==> src/rtl/depth_pixel_backprojection_core_defines.svh <==
// Assertion macros used by the depth back-projection top level.
`ifndef DEPTH_PIXEL_BACKPROJECTION_CORE_DEFINES_SVH
`define DEPTH_PIXEL_BACKPROJECTION_CORE_DEFINES_SVH

// Same-cycle implication, sampled on clk, off while arst_n is low.
`define DPB_ASSERT_IMP(lbl, ante, cons) \
	lbl: assert property (@(posedge clk) disable iff (!arst_n) (ante) |-> (cons)) \
		else $error("dpb: same-cycle property violated");

// Next-cycle implication, sampled on clk, off while arst_n is low.
`define DPB_ASSERT_NXT(lbl, ante, cons) \
	lbl: assert property (@(posedge clk) disable iff (!arst_n) (ante) |=> (cons)) \
		else $error("dpb: next-cycle property violated");

`endif

==> src/rtl/dpb_pkg.sv <==
// Shared types and constants of the depth back-projection core.
package dpb_pkg;

	// Field widths
	localparam int IMAGE_DIM_MAX = 4096;
	localparam int COORD_W = $clog2(IMAGE_DIM_MAX);
	localparam int FRAC_W = 4;
	localparam int POSQ_W = COORD_W + FRAC_W;
	localparam int CENTER_W = 16;
	localparam int DEPTH_W = 20;
	localparam int INV_W = 24;
	localparam int INV_HALF_W = INV_W / 2;
	localparam int RECIP_W = 32;
	localparam int POS_W = 25;
	localparam int CONF_W = 16;
	localparam int COLOR_W = 8;
	localparam int CFG_IDX_W = 3;
	localparam int CFG_DATA_W = 32;

	// Intermediate product widths
	localparam int MAG_W = CENTER_W;
	localparam int A_W = MAG_W + DEPTH_W;
	localparam int T_W = A_W + INV_HALF_W;
	localparam int CP_W = DEPTH_W + RECIP_W;
	localparam int FRACT_W = CP_W + 1 - 16;
	localparam int R_W = T_W + 1 - 16;

	// Saturation and clamp limits
	localparam logic [R_W-1:0] POS_MAX_R = R_W'((64'd1 << (POS_W - 1)) - 64'd1);
	localparam logic [R_W-1:0] NEG_MAX_R = R_W'(64'd1 << (POS_W - 1));
	localparam logic [POS_W-1:0] POS_MAX = {1'b0, {(POS_W-1){1'b1}}};
	localparam logic [POS_W-1:0] POS_MIN = {1'b1, {(POS_W-1){1'b0}}};
	localparam logic [CONF_W-1:0] CONF_MAX = '1;
	localparam logic [CONF_W-1:0] CONF_MIN = 16'd6554;
	localparam logic [FRACT_W-1:0] CONF_FRAC_LIM = FRACT_W'(65536 - 6554);
	localparam logic [COLOR_W-1:0] WHITE = '1;

	// Register reset values
	localparam logic [INV_W-1:0] INV_FOCAL_RST = 24'd16777;
	localparam logic [DEPTH_W-1:0] MAX_DEPTH_RST = '1;

	// Register indexes
	typedef enum logic [CFG_IDX_W-1:0] {
		REG_INV_FOCAL_X  = 3'd0,
		REG_INV_FOCAL_Y  = 3'd1,
		REG_CENTER_X     = 3'd2,
		REG_CENTER_Y     = 3'd3,
		REG_MIN_DEPTH    = 3'd4,
		REG_MAX_DEPTH    = 3'd5,
		REG_RANGE_RECIP  = 3'd6,
		REG_COLOR_PRESENT = 3'd7
	} cfg_idx_t;

endpackage

==> src/rtl/dpb_project.sv <==
// Four-stage projection of one image axis: (coord - center) * depth * inv, saturated.
module dpb_project
	import dpb_pkg::*;
(
	input  logic                    clk,
	input  logic                    adv,
	input  logic [COORD_W-1:0]      coord,
	input  logic [CENTER_W-1:0]     center,
	input  logic [DEPTH_W-1:0]      depth,
	input  logic [INV_W-1:0]        inv,
	output logic signed [POS_W-1:0] pos
);

	logic [POSQ_W-1:0]   pix_q4;
	logic [MAG_W-1:0]    mag_s1;
	logic                neg_s1;
	logic [DEPTH_W-1:0]  depth_s1;
	logic [A_W-1:0]      a_s2;
	logic                neg_s2;
	logic [T_W-1:0]      thi_s3;
	logic [T_W-1:0]      tlo_s3;
	logic                neg_s3;
	logic [T_W:0]        lo_rnd;
	logic [T_W:0]        sum;
	logic [R_W-1:0]      r;
	logic [POS_W-1:0]    pos_s4;

	assign pix_q4 = {coord, {FRAC_W{1'b0}}};

	// Stage 1: signed offset from principal point as magnitude and sign
	always_ff @(posedge clk) begin
		if (adv) begin
			neg_s1   <= MAG_W'(pix_q4) < center;
			mag_s1   <= (MAG_W'(pix_q4) < center) ? center - MAG_W'(pix_q4)
			                                       : MAG_W'(pix_q4) - center;
			depth_s1 <= depth;
		end
	end

	// Stage 2: scale offset by depth
	always_ff @(posedge clk) begin
		if (adv) begin
			a_s2   <= A_W'(mag_s1) * A_W'(depth_s1);
			neg_s2 <= neg_s1;
		end
	end

	// Stage 3: multiply by the focal reciprocal in two 12-bit halves
	always_ff @(posedge clk) begin
		if (adv) begin
			thi_s3 <= T_W'(a_s2) * T_W'(inv[INV_W-1:INV_HALF_W]);
			tlo_s3 <= T_W'(a_s2) * T_W'(inv[INV_HALF_W-1:0]);
			neg_s3 <= neg_s2;
		end
	end

	// Stage 4: merge halves, round half away from zero, apply sign, saturate
	assign lo_rnd = (T_W+1)'(tlo_s3) + ((T_W+1)'(1) << 27);
	assign sum    = (T_W+1)'(thi_s3) + (T_W+1)'(lo_rnd[T_W:INV_HALF_W]);
	assign r      = sum[T_W:16];

	always_ff @(posedge clk) begin
		if (adv) begin
			if (neg_s3) begin
				pos_s4 <= (r > NEG_MAX_R) ? POS_MIN : (~r[POS_W-1:0] + POS_W'(1));
			end else begin
				pos_s4 <= (r > POS_MAX_R) ? POS_MAX : r[POS_W-1:0];
			end
		end
	end

	assign pos = signed'(pos_s4);

endmodule

==> config.mk <==
export PLATFORM = sky130hd
export DESIGN_NAME = dpb_project
export DESIGN_NICKNAME = d
export VERILOG_FILES = /design/src/rtl/depth_pixel_backprojection_core_defines.svh /design/src/rtl/dpb_pkg.sv /design/src/rtl/dpb_project.sv
export SDC_FILE = /design/constraint.sdc
export NUM_CORES = 2
export LEC_CHECK = 0
export BUFFER_PORTS_ARGS = -buffer_cell sky130_fd_sc_hd__buf_4
export CAP_MARGIN = 40
export CELL_PAD_IN_SITES_DETAIL_PLACEMENT = 0
export CELL_PAD_IN_SITES_GLOBAL_PLACEMENT = 1
export CORE_AREA = 4 4 345 347
export CTS_BUF_LIST = sky130_fd_sc_hd__clkbuf_8
export CTS_CLUSTER_DIAMETER = 30
export DETAILED_ROUTE_END_ITERATION = 7
export DIE_AREA = 0 0 349 351
export HOLD_SLACK_MARGIN = 0.03
export PLACE_DENSITY = 0.78
export RECOVER_POWER = 50
export SETUP_SLACK_MARGIN = 0.3
export SLEW_MARGIN = 20
export SYNTH_ARGS = -nofsm -noshare
export SYNTH_HDL_FRONTEND = slang
export SYNTH_SLANG_ARGS = --single-unit
==> constraint.sdc <==
create_clock -name clk -period 12.5 [get_ports clk]
set_input_delay 2.5 -clock clk [delete_from_list [all_inputs] [get_ports clk]]
set_output_delay 2.5 -clock clk [all_outputs]
set_load 0.05 [all_outputs]
==> After elaboration in Yosys (flattened, before gate mapping) <==
Index checks and enable logic that the tools add are counted.
{ "word_totals": {"reg_bits": 196, "input_bits": 74, "wordCells": 25} }
{ "classes": {"addsub": 5, "mul": 3, "order_cmp": 3, "muxes": 4, "bitwise": 1} }
{ "ops": {"columns": ["op", "n"], "rows": [
  ["$mul 36x12->48", 2],
  ["$mux 25", 3],
  ["$add 48x28->49 const B", 1],
  ["$add 48x37->49", 1],
  ["$mul 16x20->36", 1],
  ["$gt 33x24->1 const B", 1],
  ["$gt 33x25->1 const B", 1],
  ["$sub 16x16->16", 2],
  ["$add 25x1->25 const B", 1],
  ["$not 25->25", 1],
  ["$lt 16x16->1", 1],
  ["$mux 16", 1]
]} }

==> Logic depth before layout (Yosys ltp) <==
{ "depth": {"word_depth": 6, "depth_mapped": 25} }

==> Worst setup path before layout <==
OpenSTA, ideal clock, no wires.
{ "synth_timing": {"path_kind": "input to register", "start": "input inv[15]", "end": "register thi_s3[47] (data pin)", "setup_ns": 0.260, "arrival_time_ns": 7.959, "t_required_ns": 12.240, "path_slack_ns": 4.281, "cell_stages": 23, "path_buffers": 2, "path_cell_list": "clkbuf_1 -> clkbuf_1 -> nand2_1 -> fa_1 -> fa_1 -> inv_1 -> fa_1 -> fa_1 -> inv_1 -> fa_1 -> inv_1 -> ha_1 -> a21o_1 -> a21o_1 -> a2111o_1 -> o21ai_0 -> o32a_1 -> a311o_1 -> o211ai_1 -> a31oi_1 -> o21ai_0 -> a21oi_1 -> xnor2_1"} }
{ "synth_between": {"elab_chain_cells": 1} }
{ "synth_lines": {"columns": ["element", "line_no", "text"], "rows": [
  ["start: declaration", "dpb_project.sv:10", "input logic [INV_W-1:0] inv,"],
  ["$mul 36x12->48", "dpb_project.sv:51", "thi_s3 <= T_W'(a_s2) * T_W'(inv[INV_W-1:INV_HALF_W]);"],
  ["end signal: assignment", "dpb_project.sv:51", null],
  ["end: declaration", "dpb_project.sv:20", "logic [T_W-1:0] thi_s3;"]
]} }
No other way between the ends.
A chain may end at the register's enable or synchronous reset.

==> Final worst setup path <==
{ "layout_timing": {"start": "input inv[12]", "end": "register thi_s3[46] (data pin)"} }
The elaborated chain is that of the path after synthesis.

==> impl_metrics.env <==
export IMPL_slew_headroom=-1.93
export IMPL_cts_path_max_buffers=2
export IMPL_dp_cells=6522
export IMPL_fin_nets=6364
export IMPL_critPathMaxStageDelay_ps=1410
export IMPL_core_area_um2=116000
export IMPL_layout_common_cells="inv_1, fa_1, nand2_1"
export IMPL_cap_violations=4
export IMPL_clk_pin_slew_ps=130
export IMPL_critPathSlowestCell="clkbuf_1"
export IMPL_grt_pass1_wl_mm=199
export IMPL_layout_commonest_cell="inv_1"
export IMPL_synthCells=5099
export IMPL_async_flop_share=0
export IMPL_stdcell_count=6560
export IMPL_cp_end_kind="flip-flop"
export IMPL_numCtsBuffers=17
export IMPL_ctsHtreeMaxLevel=4
export IMPL_ys_seq_elements=184
export IMPL_skew_ps=31.4
export IMPL_antenna_found_initial=5
export IMPL_die_w_um=349
export IMPL_timing_final_crit_share=0.735
export IMPL_drtIter0Drc=1608
export IMPL_hold_class="reg2reg"
export IMPL_drt_wl_total_mm=120
export IMPL_tightest_slew_ps=4400
export IMPL_clockRootBuffer="clkbuf_8"
export IMPL_hold_buffers=0
export IMPL_via_per_inst=5.16
export IMPL_cp_start_kind="input pin"
export IMPL_worstSetupPathType="in2reg"
export IMPL_gp_congestion=0.849
export IMPL_cts_tree="yes"
export IMPL_worst_path_most_repeated_cell="fa_1"
export IMPL_cp_arrival_ps=9540
export IMPL_critPathBufInv=4
export IMPL_cts_resized=0
export IMPL_start_util=0.397
export IMPL_numPortBuffers=98
export IMPL_ys_seq_area_frac=0.120
export IMPL_rsz0062_at_grt="no"
export IMPL_violations="max-capacitance violations, max-slew violations"
export IMPL_die_area_um2=122000
export IMPL_status="complete, but fails checks"
export IMPL_whs_ps=509
export IMPL_synth_main_ff_cell="edfxtp_1"
export IMPL_crit_chain="clkbuf_1 -> nand2_1 -> fa_1 -> inv_1 -> fa_1 -> inv_1 -> fa_1 -> fa_1 -> inv_1 -> ha_1 -> o21a_1 -> o21ai_0 -> a31oi_1 -> o21a_1 -> o21ai_0 -> a311o_1 -> o221ai_1 -> a21oi_1 -> o21ai_0 -> xor2_1"
export IMPL_fmax_ghz=0.109
export IMPL_setup_viol=0
export IMPL_fp_dieH_um=351
export IMPL_grt_pass1_vias=36900
export IMPL_drv_slew=187
export IMPL_pin_count=99
export IMPL_insertion_delay_ps=600
export IMPL_cp_required_ps=12850
export IMPL_syn2layout_area_growth_pct=5.15
export IMPL_layout_min_cycle_time_ps=9190
export IMPL_syn_area_per_cell_um2=9.03
export IMPL_tns_ps=0
export IMPL_hold_viol_final=0
export IMPL_synth_distinct_cells=85
export IMPL_vias=33900
export IMPL_cp_top_family="compound AO/OA/AOI/OAI gates"
export IMPL_firstDrtPassIters=5
export IMPL_critPathMaxFanout=36
export IMPL_grt_max_degree=78
export IMPL_detail_route_antenna_nets=0
export IMPL_netlist_area_um2=46100
export IMPL_grt_usage=0.204
export IMPL_synth_edf_count=184
export IMPL_num_rows=125
export IMPL_gr_total_overflow=0
export IMPL_drc=0
export IMPL_clkSinkCount=184
export IMPL_synth_yosys_warnings=0
export IMPL_post_cts_buffers=0
export IMPL_syn_nets=6441
export IMPL_post_drt_wl_per_cell_um=18.3
export IMPL_dpl_hpwl_mm=92.0
export IMPL_final_layout_size_suffix_gt1_frac=0.0363
## path summary, 6_finish.rpt
| check | to | startpoint | depth (start not counted) | slack [ps] |
|---|---|---|---|---|
| worst max register to register | a_s2[33] | mag_s1[1] | 22 | 5460 |
| worst min register to register | neg_s3 | neg_s2 | 0 | 510 |
| worst max-delay path | thi_s3[46] | inv[12] | 20 | 3310 |
| worst min-delay path | neg_s3 | neg_s2 | 0 | 510 |
## synthesized netlist by cell type (8+ instances only)
cell type | n | area, um^2
a2111oi_0 | 12 | 105
a211oi_1 | 22 | 165
a21o_1 | 65 | 488
a21oi_1 | 124 | 621
a221oi_1 | 10 | 87.6
a31o_2 | 11 | 96.3
a31oi_1 | 12 | 75.1
and2_1 | 402 | 2510
and3_1 | 27 | 169
and4_1 | 9 | 78.8
buf_2 | 10 | 50.1
clkbuf_1 | 230 | 863
edfxtp_1 | 184 | 5530
fa_1 | 930 | 18600
ha_1 | 338 | 4230
inv_1 | 1065 | 4000
mux2i_1 | 10 | 100
nand2_1 | 908 | 3410
nand2b_1 | 11 | 68.8
nand3_1 | 47 | 235
nand4_1 | 26 | 163
nor2_1 | 127 | 477
nor2b_1 | 15 | 93.8
nor3_1 | 55 | 275
nor3b_1 | 8 | 60.1
nor4_1 | 11 | 68.8
o211ai_1 | 14 | 105
o21a_1 | 32 | 240
o21ai_0 | 70 | 350
o21bai_1 | 15 | 113
o31ai_1 | 9 | 67.6
or3_1 | 8 | 50.1
xnor2_1 | 117 | 1020
xor2_1 | 42 | 368
## registers in the layout (all words and copies together) (netlist names)
| name | count |
|---|---|
| thi_s3 | 48 |
| a_s2 | 36 |
| tlo_s3 | 36 |
| pos | 25 |
| depth_s1 | 20 |
| mag_s1 | 16 |
| neg_s1 | 1 |
| neg_s2 | 1 |
| neg_s3 | 1 |
## layer usage
metal / part of all wire / routed length, um / track usage / vias up
met5: 0.00028 / 34 / 0 / -
met4: 0.032 / 3830 / 0.0646 / 6
met3: 0.050 / 5980 / 0.0305 / 175
met2: 0.49 / 59000 / 0.360 / 873
met1: 0.42 / 50900 / 0.259 / 17400
li1: - / - / - / 15400
## per-stage QoR
| stage | utilization | setup slack, ps | area [um^2] |
|---|---|---|---|
| floorplan | - | 4280 | 46100 |
| global placement | 0.415 | 3520 | 48100 |
| finish | 0.418 | 3310 | 48400 |
| detailed placement | 0.415 | 3530 | 48100 |
| CTS | 0.418 | 4160 | 48500 |
| global route | 0.418 | 2640 | 48400 |
## area by class of cell
type                       instances  area [um^2]
timing repair buffer             149         1020
tap                             1524         1910
inverter                        1066         4000
sequential                       184         5530
fill                           11500        67500
antenna                            1         2.50
multi-input combinational       3604        35600
clock inverter                    15          146
clock buffer                      17          234
## kinds of logic after synthesis
family / Yosys count / share of synthesized area
AND/OR/NAND/NOR: 1678 / 0.171
flip-flops: 184 / 0.120
adder cells (fa/ha/maj): 1268 / 0.496
XOR/XNOR: 159 / 0.0302
AO/OA/AOI/OAI: 483 / 0.0720
multiplexers: 16 / 0.00364
buffers and inverters: 1311 / 0.107
Power is not shown: default switching activity piles up to over one toggle a cycle in this logic, so the estimate is an artifact.
